$ cat src/rtl/core/tds_conversion_with_moving_average_top_defines.svh
// ----------------------------------------------------------------------------
// TDS conversion assertion macros
// Shared concurrent assertion forms for the TDS conversion core.
// ----------------------------------------------------------------------------
`ifndef TDS_CONVERSION_WITH_MOVING_AVERAGE_TOP_DEFINES_SVH
`define TDS_CONVERSION_WITH_MOVING_AVERAGE_TOP_DEFINES_SVH

// same-cycle implication, clocked on clk, off while rst_n is low
`define TDS_ASSERT_IMP(label, ante, cons, msg) \
  label: assert property (@(posedge clk) disable iff (!rst_n) (ante) |-> (cons)) \
    else $error(msg);

// next-cycle implication
`define TDS_ASSERT_NXT(label, ante, cons, msg) \
  label: assert property (@(posedge clk) disable iff (!rst_n) (ante) |=> (cons)) \
    else $error(msg);

`endif

$ cat src/rtl/core/tds_pkg.sv
// ----------------------------------------------------------------------------
// TDS conversion package
// Constants, codes, sequencer states and unit request types.
// ----------------------------------------------------------------------------
package tds_pkg;

  localparam int FILTER_DEPTH = 8;
  localparam int PTR_W        = (FILTER_DEPTH > 1) ? $clog2(FILTER_DEPTH) : 1;
  localparam int OUT_W        = 24;
  localparam int SUM_W        = OUT_W + PTR_W;

  localparam int MUL_A_W = 64;
  localparam int MUL_B_W = 32;
  localparam int MUL_P_W = MUL_A_W + MUL_B_W;

  localparam int DIV_NUM_W = 64;
  localparam int DIV_DEN_W = 41;
  localparam int DIV_CNT_W = $clog2(DIV_NUM_W + 1);

  localparam logic [OUT_W-1:0]     GAIN_RESET  = 24'd32768;
  localparam logic [OUT_W-1:0]     OUT_MAX     = 24'hFFFFFF;
  localparam logic [20:0]          V_MAX       = 21'd2097151;
  localparam logic [MUL_B_W-1:0]   COEF3       = 32'd8743854;
  localparam logic [MUL_B_W-1:0]   COEF2       = 32'd16768041;
  localparam logic [MUL_B_W-1:0]   COEF1       = 32'd56189911;
  localparam logic [MUL_B_W-1:0]   MV_PER_V    = 32'd1000;
  localparam logic [MUL_B_W-1:0]   CENTI       = 32'd100;
  // ceil(2^37 / 100): floor(x / 100) is (x * CENTI_RECIP) >> 37 for x below 2^32
  localparam logic [MUL_B_W-1:0]   CENTI_RECIP = 32'd1374389535;

  localparam logic [12:0] RST_REF_MV  = 13'd5000;
  localparam logic [15:0] RST_FS      = 16'd1023;
  localparam logic [15:0] RST_TDS_F   = 16'd42598;
  localparam logic [15:0] RST_TEMP_K  = 16'd1311;

  typedef enum logic [2:0] {
    REG_REF_MV  = 3'd0,
    REG_FS      = 3'd1,
    REG_TDS_F   = 3'd2,
    REG_TEMP_K  = 3'd3,
    REG_FILT_EN = 3'd4
  } cfg_reg_t;

  typedef enum logic [1:0] {
    CMD_MEASURE = 2'd0,
    CMD_CAL     = 2'd1,
    CMD_RESET   = 2'd2,
    CMD_NONE    = 2'd3
  } cmd_t;

  typedef enum logic [2:0] {
    STS_MEASURED   = 3'd0,
    STS_SATURATED  = 3'd1,
    STS_CALIBRATED = 3'd2,
    STS_CAL_FAIL   = 3'd3,
    STS_GAIN_RESET = 3'd4
  } status_t;

  typedef enum logic [4:0] {
    ST_IDLE, ST_NUM, ST_DEN, ST_V, ST_V2, ST_V3, ST_T3, ST_T2, ST_T1, ST_KD,
    ST_C, ST_EC, ST_ECC, ST_FB, ST_RAW, ST_RING, ST_RAWEC, ST_RC, ST_G, ST_FIN
  } state_t;

  typedef struct packed {
    logic               start;
    logic [MUL_A_W-1:0] a;
    logic [MUL_B_W-1:0] b;
  } mul_req_t;

  typedef struct packed {
    logic                 start;
    logic [DIV_NUM_W-1:0] num;
    logic [DIV_DEN_W-1:0] den;
  } div_req_t;

  typedef struct packed {
    logic             valid;
    logic [OUT_W-1:0] data;
  } ring_req_t;

endpackage

$ cat src/rtl/core/tds_conversion_with_moving_average_top.sv
// ----------------------------------------------------------------------------
// TDS conversion with moving average, top level
// Measure or calibrate: one word at a time; the work is set by the bit-serial
// multiplier (one bit per cycle, stops after the top set bit of the multiplier)
// and the 64-step divider. Gain reset and the unused command go straight to
// the output step; output stalls hold it there. Synchronous reset restores the
// registers and gain 0.5 and clears the ring valid bits; no clearing pass.
// ----------------------------------------------------------------------------
`include "tds_conversion_with_moving_average_top_defines.svh"

module tds_conversion_with_moving_average_top (
  input  logic               clk,
  input  logic               rst_n,
  input  logic               in_valid,
  output logic               in_stall,
  input  logic [1:0]         in_command,
  input  logic [11:0]        in_adc_sample,
  input  logic signed [14:0] in_temperature_centideg,
  input  logic [14:0]        in_reference_ppm,
  output logic               out_valid,
  input  logic               out_stall,
  output logic [23:0]        out_tds_centippm,
  output logic [23:0]        out_probe_gain_q16,
  output logic [2:0]         out_status,
  input  logic               cfg_valid,
  output logic               cfg_ready,
  input  logic [2:0]         cfg_index,
  input  logic [15:0]        cfg_data
);

  tds_pkg::state_t  state_r, state_nxt;
  tds_pkg::cmd_t    cmd_r;
  tds_pkg::status_t status_r;
  tds_pkg::mul_req_t  mul_req;
  tds_pkg::div_req_t  div_req;
  tds_pkg::ring_req_t ring_req;

  logic                          mul_done, div_done, ring_done;
  logic [tds_pkg::MUL_P_W-1:0]   mul_prod;
  logic [tds_pkg::DIV_NUM_W-1:0] div_q;
  logic [23:0]                   ring_mean;

  logic [12:0] ref_r;
  logic [15:0] fs_r, f_r, k_r;
  logic        filt_r;
  logic [15:0] fs_eff;
  logic [23:0] gain_r;
  logic        wait_r;
  logic        out_valid_r;
  logic [23:0] out_tds_r, out_gain_r;
  logic [2:0]  out_status_r;

  logic [11:0]        code_r;
  logic signed [14:0] temp_r;
  logic [14:0]        ppm_r;
  logic [24:0]        num_r;
  logic [25:0]        den_r;
  logic [20:0]        v_r;
  logic [25:0]        v2_r;
  logic [30:0]        v3_r;
  logic signed [63:0] acc_r, acc_sum, prod64;
  logic [39:0]        poly_r;
  logic [30:0]        kd_r;
  logic               neg_r;
  logic [25:0]        comp_r, comp_nxt;
  logic signed [26:0] comp_s;
  logic [26:0]        qx;
  logic [47:0]        ec_r;
  logic [63:0]        ecc_r;
  logic [22:0]        fb_r;
  logic [23:0]        raw_r;
  logic [46:0]        rawec_r;
  logic [46:0]        rc_r;
  logic               rc_big, raw_big, cal_fail;
  logic signed [15:0] tdiff, tneg;
  logic [14:0]        tabs;
  logic               in_acc, out_load, unit_done;

  assign in_stall  = (state_r != tds_pkg::ST_IDLE);
  assign in_acc    = in_valid && !in_stall;
  assign cfg_ready = 1'b1;
  assign fs_eff    = (fs_r == '0) ? 16'd1 : fs_r;
  assign unit_done = mul_done || div_done || ring_done;
  assign out_load  = (state_r == tds_pkg::ST_FIN) && (!out_valid_r || !out_stall);

  assign tdiff = $signed({temp_r[14], temp_r}) - 16'sd2500;
  assign tneg  = -tdiff;
  assign tabs  = tdiff[15] ? tneg[14:0] : tdiff[14:0];

  assign prod64  = $signed(mul_prod[63:0]);
  assign acc_sum = acc_r + prod64;
  assign qx      = {2'b00, mul_prod[61:37]};
  assign comp_s  = neg_r ? (27'sd65536 - $signed(qx)) : (27'sd65536 + $signed(qx));
  assign comp_nxt = (comp_s < 27'sd1) ? 26'd1 : comp_s[25:0];
  assign rc_big   = |mul_prod[72:63];
  assign raw_big  = |mul_prod[86:56];
  assign cal_fail = (poly_r == '0) || (f_r == '0);

  assign out_valid          = out_valid_r;
  assign out_tds_centippm   = out_tds_r;
  assign out_probe_gain_q16 = out_gain_r;
  assign out_status         = out_status_r;

  tds_mul u_mul (
    .clk  (clk),
    .rst_n(rst_n),
    .req  (mul_req),
    .done (mul_done),
    .prod (mul_prod)
  );

  tds_div u_div (
    .clk  (clk),
    .rst_n(rst_n),
    .req  (div_req),
    .done (div_done),
    .quot (div_q)
  );

  tds_ring u_ring (
    .clk  (clk),
    .rst_n(rst_n),
    .req  (ring_req),
    .done (ring_done),
    .mean (ring_mean)
  );

  always_ff @(posedge clk) begin
    if (!rst_n) begin
      state_r <= tds_pkg::ST_IDLE;
    end else begin
      state_r <= state_nxt;
    end
  end

  always_comb begin
    state_nxt     = state_r;
    mul_req       = '0;
    div_req       = '0;
    ring_req.valid = 1'b0;
    ring_req.data  = raw_r;
    unique case (state_r)
      tds_pkg::ST_IDLE: begin
        if (in_valid) begin
          if (in_command == tds_pkg::CMD_MEASURE || in_command == tds_pkg::CMD_CAL) begin
            state_nxt = tds_pkg::ST_NUM;
          end else begin
            state_nxt = tds_pkg::ST_FIN;
          end
        end
      end
      tds_pkg::ST_NUM: begin
        mul_req = '{!wait_r, {51'b0, ref_r}, {20'b0, code_r}};
        if (mul_done) state_nxt = tds_pkg::ST_DEN;
      end
      tds_pkg::ST_DEN: begin
        mul_req = '{!wait_r, {48'b0, fs_eff}, tds_pkg::MV_PER_V};
        if (mul_done) state_nxt = tds_pkg::ST_V;
      end
      tds_pkg::ST_V: begin
        div_req = '{!wait_r, {23'b0, num_r, 16'b0}, {15'b0, den_r}};
        if (div_done) state_nxt = tds_pkg::ST_V2;
      end
      tds_pkg::ST_V2: begin
        mul_req = '{!wait_r, {43'b0, v_r}, {11'b0, v_r}};
        if (mul_done) state_nxt = tds_pkg::ST_V3;
      end
      tds_pkg::ST_V3: begin
        mul_req = '{!wait_r, {38'b0, v2_r}, {11'b0, v_r}};
        if (mul_done) state_nxt = tds_pkg::ST_T3;
      end
      tds_pkg::ST_T3: begin
        mul_req = '{!wait_r, {33'b0, v3_r}, tds_pkg::COEF3};
        if (mul_done) state_nxt = tds_pkg::ST_T2;
      end
      tds_pkg::ST_T2: begin
        mul_req = '{!wait_r, {38'b0, v2_r}, tds_pkg::COEF2};
        if (mul_done) state_nxt = tds_pkg::ST_T1;
      end
      tds_pkg::ST_T1: begin
        mul_req = '{!wait_r, {43'b0, v_r}, tds_pkg::COEF1};
        if (mul_done) state_nxt = tds_pkg::ST_KD;
      end
      tds_pkg::ST_KD: begin
        mul_req = '{!wait_r, {48'b0, k_r}, {17'b0, tabs}};
        if (mul_done) state_nxt = tds_pkg::ST_C;
      end
      tds_pkg::ST_C: begin
        mul_req = '{!wait_r, {33'b0, kd_r}, tds_pkg::CENTI_RECIP};
        if (mul_done) begin
          if (cmd_r == tds_pkg::CMD_MEASURE) begin
            state_nxt = tds_pkg::ST_EC;
          end else if (cal_fail) begin
            state_nxt = tds_pkg::ST_FIN;
          end else begin
            state_nxt = tds_pkg::ST_RAWEC;
          end
        end
      end
      tds_pkg::ST_EC: begin
        mul_req = '{!wait_r, {24'b0, poly_r}, {8'b0, gain_r}};
        if (mul_done) state_nxt = tds_pkg::ST_ECC;
      end
      tds_pkg::ST_ECC: begin
        div_req = '{!wait_r, {ec_r, 16'b0}, {15'b0, comp_r}};
        if (div_done) state_nxt = tds_pkg::ST_FB;
      end
      tds_pkg::ST_FB: begin
        mul_req = '{!wait_r, {48'b0, f_r}, tds_pkg::CENTI};
        if (mul_done) state_nxt = tds_pkg::ST_RAW;
      end
      tds_pkg::ST_RAW: begin
        mul_req = '{!wait_r, ecc_r, {9'b0, fb_r}};
        if (mul_done) state_nxt = filt_r ? tds_pkg::ST_RING : tds_pkg::ST_FIN;
      end
      tds_pkg::ST_RING: begin
        ring_req.valid = !wait_r;
        if (ring_done) state_nxt = tds_pkg::ST_FIN;
      end
      tds_pkg::ST_RAWEC: begin
        div_req = '{!wait_r, {17'b0, ppm_r, 32'b0}, {25'b0, f_r}};
        if (div_done) state_nxt = tds_pkg::ST_RC;
      end
      tds_pkg::ST_RC: begin
        mul_req = '{!wait_r, {17'b0, rawec_r}, {6'b0, comp_r}};
        if (mul_done) state_nxt = rc_big ? tds_pkg::ST_FIN : tds_pkg::ST_G;
      end
      tds_pkg::ST_G: begin
        div_req = '{!wait_r, {1'b0, rc_r, 16'b0}, {1'b0, poly_r}};
        if (div_done) state_nxt = tds_pkg::ST_FIN;
      end
      tds_pkg::ST_FIN: begin
        if (out_load) state_nxt = tds_pkg::ST_IDLE;
      end
      default: state_nxt = tds_pkg::ST_IDLE;
    endcase
  end

  always_ff @(posedge clk) begin
    if (!rst_n) begin
      ref_r       <= tds_pkg::RST_REF_MV;
      fs_r        <= tds_pkg::RST_FS;
      f_r         <= tds_pkg::RST_TDS_F;
      k_r         <= tds_pkg::RST_TEMP_K;
      filt_r      <= 1'b0;
      gain_r      <= tds_pkg::GAIN_RESET;
      wait_r      <= 1'b0;
      out_valid_r <= 1'b0;
    end else begin
      if (cfg_valid && cfg_ready) begin
        unique case (cfg_index)
          tds_pkg::REG_REF_MV:  ref_r  <= cfg_data[12:0];
          tds_pkg::REG_FS:      fs_r   <= cfg_data;
          tds_pkg::REG_TDS_F:   f_r    <= cfg_data;
          tds_pkg::REG_TEMP_K:  k_r    <= cfg_data;
          tds_pkg::REG_FILT_EN: filt_r <= cfg_data[0];
          default: ;
        endcase
      end
      if (mul_req.start || div_req.start || ring_req.valid) begin
        wait_r <= 1'b1;
      end else if (unit_done) begin
        wait_r <= 1'b0;
      end
      if (in_acc && in_command == tds_pkg::CMD_RESET) begin
        gain_r <= tds_pkg::GAIN_RESET;
      end else if (state_r == tds_pkg::ST_RC && mul_done && rc_big) begin
        gain_r <= tds_pkg::OUT_MAX;
      end else if (state_r == tds_pkg::ST_G && div_done) begin
        gain_r <= (div_q[63:24] != '0) ? tds_pkg::OUT_MAX : div_q[23:0];
      end
      if (out_load) begin
        out_valid_r <= 1'b1;
      end else if (!out_stall) begin
        out_valid_r <= 1'b0;
      end
    end
  end

  always_ff @(posedge clk) begin
    if (in_acc) begin
      cmd_r    <= tds_pkg::cmd_t'(in_command);
      code_r   <= in_adc_sample;
      temp_r   <= in_temperature_centideg;
      ppm_r    <= in_reference_ppm;
      raw_r    <= '0;
      status_r <= (in_command == tds_pkg::CMD_RESET) ? tds_pkg::STS_GAIN_RESET
                                                     : tds_pkg::STS_CAL_FAIL;
    end
    if (out_load) begin
      out_tds_r    <= raw_r;
      out_gain_r   <= gain_r;
      out_status_r <= status_r;
    end
    unique case (state_r)
      tds_pkg::ST_NUM:   if (mul_done) num_r <= mul_prod[24:0];
      tds_pkg::ST_DEN:   if (mul_done) den_r <= mul_prod[25:0];
      tds_pkg::ST_V:     if (div_done) v_r <= (div_q > 64'(tds_pkg::V_MAX)) ? tds_pkg::V_MAX
                                                                               : div_q[20:0];
      tds_pkg::ST_V2:    if (mul_done) v2_r <= mul_prod[41:16];
      tds_pkg::ST_V3:    if (mul_done) v3_r <= mul_prod[46:16];
      tds_pkg::ST_T3:    if (mul_done) acc_r <= prod64;
      tds_pkg::ST_T2:    if (mul_done) acc_r <= acc_r - prod64;
      tds_pkg::ST_T1:    if (mul_done) poly_r <= acc_sum[63] ? 40'd0 : acc_sum[55:16];
      tds_pkg::ST_KD:    if (mul_done) begin
        kd_r  <= mul_prod[30:0];
        neg_r <= tdiff[15];
      end
      tds_pkg::ST_C:     if (mul_done) begin
        comp_r <= comp_nxt;
        if (cmd_r == tds_pkg::CMD_CAL && cal_fail) status_r <= tds_pkg::STS_CAL_FAIL;
      end
      tds_pkg::ST_EC:    if (mul_done) ec_r <= mul_prod[63:16];
      tds_pkg::ST_ECC:   if (div_done) ecc_r <= div_q;
      tds_pkg::ST_FB:    if (mul_done) fb_r <= mul_prod[22:0];
      tds_pkg::ST_RAW:   if (mul_done) begin
        raw_r    <= raw_big ? tds_pkg::OUT_MAX : mul_prod[55:32];
        status_r <= raw_big ? tds_pkg::STS_SATURATED : tds_pkg::STS_MEASURED;
      end
      tds_pkg::ST_RING:  if (ring_done) raw_r <= ring_mean;
      tds_pkg::ST_RAWEC: if (div_done) rawec_r <= div_q[46:0];
      tds_pkg::ST_RC:    if (mul_done) begin
        rc_r <= mul_prod[62:16];
        if (rc_big) status_r <= tds_pkg::STS_CALIBRATED;
      end
      tds_pkg::ST_G:     if (div_done) status_r <= tds_pkg::STS_CALIBRATED;
      default: ;
    endcase
  end

  `TDS_ASSERT_NXT(a_accept_busy, in_valid && !in_stall, state_r != tds_pkg::ST_IDLE, "item accepted but sequencer idle")
  `TDS_ASSERT_IMP(a_mul_waited, mul_done, wait_r, "multiplier done without a pending request")
  `TDS_ASSERT_IMP(a_ring_state, ring_done, state_r == tds_pkg::ST_RING, "ring done outside ring step")
  `TDS_ASSERT_IMP(a_gain_reset, (state_r == tds_pkg::ST_FIN) && (cmd_r == tds_pkg::CMD_RESET), gain_r == tds_pkg::GAIN_RESET, "gain not restored by reset command")

endmodule

$ cat src/rtl/core/tds_mul.sv
// ----------------------------------------------------------------------------
// TDS shift-add multiplier
// Bit-serial unsigned multiplier, one multiplier bit per cycle.
// ----------------------------------------------------------------------------
module tds_mul (
  input  logic                        clk,
  input  logic                        rst_n,
  input  tds_pkg::mul_req_t           req,
  output logic                        done,
  output logic [tds_pkg::MUL_P_W-1:0] prod
);

  logic                        busy_r;
  logic [tds_pkg::MUL_P_W-1:0] a_r;
  logic [tds_pkg::MUL_B_W-1:0] b_r;
  logic [tds_pkg::MUL_P_W-1:0] acc_r;

  assign done = busy_r && (b_r == '0);
  assign prod = acc_r;

  always_ff @(posedge clk) begin
    if (!rst_n) begin
      busy_r <= 1'b0;
    end else if (req.start) begin
      busy_r <= 1'b1;
    end else if (done) begin
      busy_r <= 1'b0;
    end
  end

  always_ff @(posedge clk) begin
    if (req.start) begin
      a_r   <= {{(tds_pkg::MUL_P_W-tds_pkg::MUL_A_W){1'b0}}, req.a};
      b_r   <= req.b;
      acc_r <= '0;
    end else if (busy_r && !done) begin
      if (b_r[0]) begin
        acc_r <= acc_r + a_r;
      end
      a_r <= a_r << 1;
      b_r <= b_r >> 1;
    end
  end

endmodule

$ cat src/rtl/core/tds_div.sv
// ----------------------------------------------------------------------------
// TDS restoring divider
// Unsigned divider, one quotient bit per cycle, fixed step count.
// ----------------------------------------------------------------------------
module tds_div (
  input  logic                          clk,
  input  logic                          rst_n,
  input  tds_pkg::div_req_t             req,
  output logic                          done,
  output logic [tds_pkg::DIV_NUM_W-1:0] quot
);

  logic [tds_pkg::DIV_CNT_W-1:0] cnt_r;
  logic                          done_r;
  logic [tds_pkg::DIV_NUM_W-1:0] num_r;
  logic [tds_pkg::DIV_DEN_W-1:0] den_r;
  logic [tds_pkg::DIV_DEN_W-1:0] rem_r;
  logic [tds_pkg::DIV_DEN_W:0]   rem_sh;
  logic [tds_pkg::DIV_DEN_W+1:0] diff;

  assign rem_sh = {rem_r, num_r[tds_pkg::DIV_NUM_W-1]};
  assign diff   = {1'b0, rem_sh} - {2'b00, den_r};
  assign done   = done_r;
  assign quot   = num_r;

  always_ff @(posedge clk) begin
    if (!rst_n) begin
      cnt_r  <= '0;
      done_r <= 1'b0;
    end else begin
      done_r <= (cnt_r == tds_pkg::DIV_CNT_W'(1));
      if (req.start) begin
        cnt_r <= tds_pkg::DIV_CNT_W'(tds_pkg::DIV_NUM_W);
      end else if (cnt_r != '0) begin
        cnt_r <= cnt_r - 1'b1;
      end
    end
  end

  always_ff @(posedge clk) begin
    if (req.start) begin
      num_r <= req.num;
      den_r <= req.den;
      rem_r <= '0;
    end else if (cnt_r != '0) begin
      if (!diff[tds_pkg::DIV_DEN_W+1]) begin
        rem_r <= diff[tds_pkg::DIV_DEN_W-1:0];
        num_r <= {num_r[tds_pkg::DIV_NUM_W-2:0], 1'b1};
      end else begin
        rem_r <= rem_sh[tds_pkg::DIV_DEN_W-1:0];
        num_r <= {num_r[tds_pkg::DIV_NUM_W-2:0], 1'b0};
      end
    end
  end

endmodule

$ cat src/rtl/core/tds_ring.sv
// ----------------------------------------------------------------------------
// TDS history ring
// History memory with running sum; read old entry, write new, give the mean.
// ----------------------------------------------------------------------------
module tds_ring (
  input  logic                      clk,
  input  logic                      rst_n,
  input  tds_pkg::ring_req_t        req,
  output logic                      done,
  output logic [tds_pkg::OUT_W-1:0] mean
);

  logic [tds_pkg::OUT_W-1:0] mem [tds_pkg::FILTER_DEPTH];
  logic [tds_pkg::FILTER_DEPTH-1:0] vld_r;
  logic [tds_pkg::PTR_W-1:0] ptr_r;
  logic [tds_pkg::PTR_W-1:0] ptr_nxt;
  logic [tds_pkg::SUM_W-1:0] sum_r;
  logic [tds_pkg::SUM_W-1:0] sum_nxt;
  logic [tds_pkg::OUT_W-1:0] rd_data_r;
  logic [tds_pkg::OUT_W-1:0] data_r;
  logic [tds_pkg::OUT_W-1:0] old;
  logic                      pend_r;
  logic                      done_r;
  logic [tds_pkg::OUT_W-1:0] mean_r;

  assign old     = vld_r[ptr_r] ? rd_data_r : '0;
  assign sum_nxt = sum_r - tds_pkg::SUM_W'(old) + tds_pkg::SUM_W'(data_r);
  assign ptr_nxt = (ptr_r == tds_pkg::PTR_W'(tds_pkg::FILTER_DEPTH - 1)) ? '0
                                                                          : ptr_r + 1'b1;
  assign done    = done_r;
  assign mean    = mean_r;

  always_ff @(posedge clk) begin
    if (pend_r) begin
      mem[ptr_r] <= data_r;
    end
    rd_data_r <= mem[ptr_r];
  end

  always_ff @(posedge clk) begin
    if (!rst_n) begin
      vld_r  <= '0;
      ptr_r  <= '0;
      sum_r  <= '0;
      pend_r <= 1'b0;
      done_r <= 1'b0;
    end else begin
      pend_r <= req.valid;
      done_r <= pend_r;
      if (pend_r) begin
        vld_r[ptr_r] <= 1'b1;
        ptr_r        <= ptr_nxt;
        sum_r        <= sum_nxt;
      end
    end
  end

  always_ff @(posedge clk) begin
    if (req.valid) begin
      data_r <= req.data;
    end
    if (pend_r) begin
      mean_r <= tds_pkg::OUT_W'(sum_nxt / tds_pkg::SUM_W'(tds_pkg::FILTER_DEPTH));
    end
  end

endmodule
$ cat config.mk
export PLATFORM = sky130hd
export DESIGN_NAME = tds_conversion_with_moving_average_top
export DESIGN_NICKNAME = d
export VERILOG_FILES = /design/src/rtl/core/tds_pkg.sv /design/src/rtl/core/tds_conversion_with_moving_average_top.sv /design/src/rtl/core/tds_mul.sv /design/src/rtl/core/tds_div.sv /design/src/rtl/core/tds_ring.sv
export VERILOG_INCLUDE_DIRS = /design/src /design/src/rtl/core
export SDC_FILE = /design/constraint.sdc
export NUM_CORES = 2
export LEC_CHECK = 0
export CAP_MARGIN = 20
export CORE_MARGIN = 8
export CORE_UTILIZATION = 62
export DETAILED_ROUTE_END_ITERATION = 6
export DONT_BUFFER_PORTS = 1
export GPL_TIMING_DRIVEN = 0
export PLACE_DENSITY = 0.78
export SLEW_MARGIN = 25
export SYNTH_ARGS = -nofsm -noshare
export SYNTH_HDL_FRONTEND = slang
export SYNTH_HIERARCHICAL = 1
export SYNTH_SLANG_ARGS = --single-unit
$ cat constraint.sdc
create_clock -name clk -period 10.85 [get_ports clk]
set_clock_uncertainty 0.1 [all_clocks]
set_input_delay 1.085 -clock clk [delete_from_list [all_inputs] [get_ports clk]]
set_output_delay 1.085 -clock clk [all_outputs]
set_load 0.02 [all_outputs]
Word-level counts from Yosys, hierarchy flattened
Memories as Yosys holds them, arrays and structs flattened. A register that Yosys moved wholly into a read port is not among the register bits.
Index checks and enable logic that the tools add are counted.
{ "totals": {"ff_bits": 1202, "mem_bits_rw": 192, "in_bits": 68, "output_inout_bits": 54, "word_cells": 262, "n_memories": 1} }
{ "classes": {"addsub": 12, "n_lt_le_gt_ge": 4, "eq_ne": 49, "muxes": 77, "bitwise_logic": 2, "n_reduce_logical": 65} }
{ "mem_list": {"columns": ["memory", "depth", "width", "rd", "rd_clocked_by_memory_dff", "write_ports", "line_no", "source"], "rows": [
  ["u_ring.mem", 8, 24, 1, 1, 1, "tds_ring.sv:13", "logic [tds_pkg::OUT_W-1:0] mem [tds_pkg::FILTER_DEPTH];"]
]} }
{ "ops": {"columns": ["cell", "count"], "rows": [
  ["97-bit one-hot mux with 13 select lines", 1],
  ["106-bit one-hot mux with 4 select lines", 1],
  ["64-bit two-way mux", 6],
  ["24-bit two-way mux", 8],
  ["64-bit one-hot mux with 2 select lines", 1],
  ["5-bit two-way mux", 23],
  ["5-bit one-hot mux with 20 select lines", 1],
  ["96-bit adder", 1],
  ["64-bit adder", 1],
  ["64-bit by 21-bit greater-than comparator with 1-bit output, second input constant", 1],
  ["32-bit two-way mux", 2],
  ["64-bit subtractor", 1],
  ["24-bit one-hot mux with 2 select lines", 1],
  ["42-bit by 41-bit subtractor with 43-bit output", 1],
  ["41-bit two-way mux", 1],
  ["5-bit by 4-bit == test with 1-bit output, second input constant", 8],
  ["40-bit logical NOT", 1],
  ["40-bit nonzero test", 1],
  ["2-bit AND reduction", 19],
  ["16-bit logical NOT", 2],
  ["32-bit logical NOT", 1],
  ["31-bit OR reduction", 1],
  ["2-bit inequality test, second input constant", 15],
  ["27-bit by 24-bit adder with 27-bit output", 1],
  ["other kinds (47)", 110]
]} }

Logic depth before layout (Yosys ltp)
{ "logic_depth": {"ltp_word": 7, "depth_mapped": 16, "depth_no_buf": 14} }

Hierarchy
The synthesis kept the hierarchy.
{ "by_module_without_submodules": {"columns": ["module", "n_inst", "cells_per_inst", "area_per_inst_um2", "seq_area_each_um2"], "rows": [
  ["tds_conversion_with_moving_average_top", 1, 3399, 37110.6, 20870.0],
  ["tds_mul", 1, 1765, 14900.5, 5465.2],
  ["tds_ring", 1, 887, 13205.2, 8488.1],
  ["tds_div", 1, 797, 8614.5, 4134.0]
]} }

Worst setup path before layout
No wires, ideal clock.
{ "synth_timing": {"path_kind": "reg2reg", "startpoint": "reg state_r[3]", "endpoint": "reg u_div.num_r (netlist bit u_div/quot[0]) (enable)", "setup_ns": 0.424, "arrival_time_ns": 5.069, "required_ns": 10.326, "path_slack_ns": 5.257, "stages_incl_launch_ff": 10, "n_path_buf": 2, "synth_period_minus_slack_ns": 5.593, "cell_sequence": "dfxtp_1 clkbuf_1 nor2_1 nand2_1 nor2_1 nor4_1 nor2_1 clkbuf_1 clkinv_1 nand2_1"} }
{ "synth_rtl": {"columns": ["item", "line_no", "source"], "rows": [
  ["from (decl)", "tds_conversion_with_moving_average_top.sv:31", "tds_pkg::state_t state_r, state_nxt;"],
  ["from (signal assigned)", "tds_conversion_with_moving_average_top.sv:130", "state_r <= tds_pkg::ST_IDLE;"],
  ["from (signal assigned)", "tds_conversion_with_moving_average_top.sv:132", "state_r <= state_nxt;"],
  ["to (signal assigned)", "tds_div.sv:42", "num_r <= req.num;"],
  ["to (signal assigned)", "tds_div.sv:48", "num_r <= {num_r[tds_pkg::DIV_NUM_W-2:0], 1'b1};"],
  ["to (signal assigned)", "tds_div.sv:51", "num_r <= {num_r[tds_pkg::DIV_NUM_W-2:0], 1'b0};"],
  ["to (decl)", "tds_div.sv:15", "logic [tds_pkg::DIV_NUM_W-1:0] num_r;"]
]} }

==> run summary <==
grt peak-use layer: met2
clock tree root buffer cell: clkbuf_16
initial antenna violation count: 19
crit path cell chain: clkbuf_1 > nor2_1 > nand2_1 > nor2_1 > nor4_1 > nor2_4 > buf_16 > clkbuf_1 > clkbuf_1 > clkbuf_2 > mux2_2
Setup crit end kind: flip-flop
DRC Markers: 28
Hold Fails Final Rpt: 0
pwr dens: 275 nW/um^2
top cell family by delay on the critical path: simple AND/OR/NAND/NOR gates
Slew Limit Fails: 0
Die Footprint: 128,000 sq um
Die H: 358 um
outcome: finished, violations left
Worst EP arrival: 6.85 ns
vias in the first global route: 55,060
met3 global-route usage: 0.124
met1 Use GR: 0.498
Nets: 7,251
largest fanout on the critical path: 25
global-route wire length before repair: 368,000 um
CTS resizes: 0
vias: 58,836
HPWL after DPL: 191,000 um
Std-Cell Rows: 125
Leakage: 29.1 nW
largest net degree at the start of global routing: 49
peak supply drop: 0.179 mV
maxcap violations: 0
Area Overhead vs Synth: 11.1%
startpoint types: flip-flop
Post-CTS Setup Bufs: 0
setup_tns: 0 ns
Post-DRT Antenna Nets: 0
met2 Use GR: 0.588
Syn Area/Cell: 10.9 sq um
number of buffers on the longest clock path: 3
global-route usage over all layers: 0.391
Period minus WS final: 6.44 ns
fillers: 8,658
Worst path max stage delay: 0.97 ns
Worst-path clk slew: 0.06 ns
Yosys warnings: 6
Mapped Area: 72,400 sq um
CTS Buf Count: 145
Avg WL per Cell: 30.2 um
post-layout util: 0.693
Post-CTS Hold Buffers: 0
IO Count: 122
Buf+Inv Stages, Crit Path: 5
die width: 358 um
clock sinks: 1,400
Final Wtd Congestion: 1.04
Starting Density: 0.624
Fmax: 0.155 GHz
# H-tree levels: 4
Pre-antenna DRT Iters: 7
Worst-Margin Slew: 1.30 ns
CP required: 11.26 ns
Cells after Synth: 6,652
final non-filler cell total: 8,527
gr ovfl total: 0
Hold Path Class: in -> reg
TritonCTS clock tree: done
Slowest-stage cell, CP: nor2_1
Final Cycle Share: 0.594
initial DRC count: 9,298
drt via density: 6.90
Core Region: 116,000 sq um
Setup Viol. Count Final: 0
fraction of layout cells with a size suffix above 1: 0.105
CP most frequent cell: clkbuf_1
failing checks: design-rule violations
IO Port Bufs: 0
critical path type: reg -> reg
Rel. slew slack: 0.133
Placed Cells: 8,241
Routed WL: 258,000 um
RSZ-0062 raised after global routing: false
worst-skew pair later-pin latency: 0.78 ns
==> flip-flops by register name, indices dropped and copies added, names as in the netlist, 25 cells and up <==
name and cells:
rawec_r 47, u_div/quot 64, comp_r 26, u_mul/prod 87, u_div/den_r 41, kd_r 31
u_div/rem_r 41, v2_r 26, ec_r 48, u_ring/mem 192, den_r 26, poly_r 40
ecc_r 64, v3_r 31, rc_r 47, num_r 25, u_mul/a_r 87, u_mul/b_r 32
u_ring/sum_r 27, acc_r 64
==> where the power goes <==
| group | switching, W | total (W) | internal (W) |
|---|---|---|---|
| combinational | 0.00551 | 0.00860 | 0.00309 |
| clock | 0.00228 | 0.00524 | 0.00296 |
| sequential | 0.00128 | 0.00826 | 0.00699 |
==> layout make-up <==
class	count	area [sq um]	share of cell area
multi-input combinational	4533	31200	0.387
antenna	16	40.0	0.000498
clock inverter	88	1120	0.0140
timing repair buffer	45	767	0.00953
sequential	1400	38600	0.480
clock buffer	182	3920	0.0487
tap	1524	1910	0.0237
inverter	362	1360	0.0169
buffer	377	1580	0.0197
==> layer usage <==
layer  vias to the layer above  share of wire
li1                      25221              -
met3                       898           0.13
met2                      4209           0.43
met1                     28482           0.37
met5                         -        0.00065
met4                        26          0.071
==> stage by stage <==
step / hold slack, ns / setup WS, ns / cell area [sq um] / power [W]
after detailed placement: 0.359 / 4.83 / 75400 / 0.0165
after global routing: 0.267 / 4.56 / 80400 / 0.0229
after global placement: 0.346 / 1.37 / 74400 / 0.0163
after floorplan: 0.308 / 5.26 / 72500 / 0.0136
after CTS: 0.258 / 4.79 / 80400 / 0.0217
final: 0.295 / 4.41 / 80500 / 0.0221
==> final timing paths <==
kind                         end  slack [ns]  depth (start not counted)                  startpoint
setup / recovery  u_div/quot[61]        4.41                         11                  state_r[3]
hold / removal         temp_r[1]        0.29                          0  in_temperature_centideg[1]
setup reg to reg  u_div/quot[61]        4.41                         11                  state_r[3]
hold reg to reg        ecc_r[48]        0.35                          0              u_div/quot[48]
==> cell usage in the layout, fill, tap and decap left out, types with 45 or more instances in the layout <==
master / instances
edfxtp_1: 1056
nand2_1: 708
a21oi_1: 493
nor2_1: 429
inv_1: 356
dfxtp_1: 340
clkbuf_1: 310
o21ai_0: 310
ha_1: 292
xnor2_1: 214
mux2_2: 185
nand3_1: 147
clkbuf_16: 146
a22oi_1: 141
nor3_1: 113
nand4_1: 90
a21o_1: 76
a222oi_1: 75
nor4_1: 70
nor2b_1: 65
and3_1: 65
xor2_1: 62
o21bai_1: 58
a211oi_1: 54
nand2b_1: 50
mux4_2: 50
a22o_1: 49
buf_2: 46
mux2i_1: 45
Power figures use the tool's default switching activity.
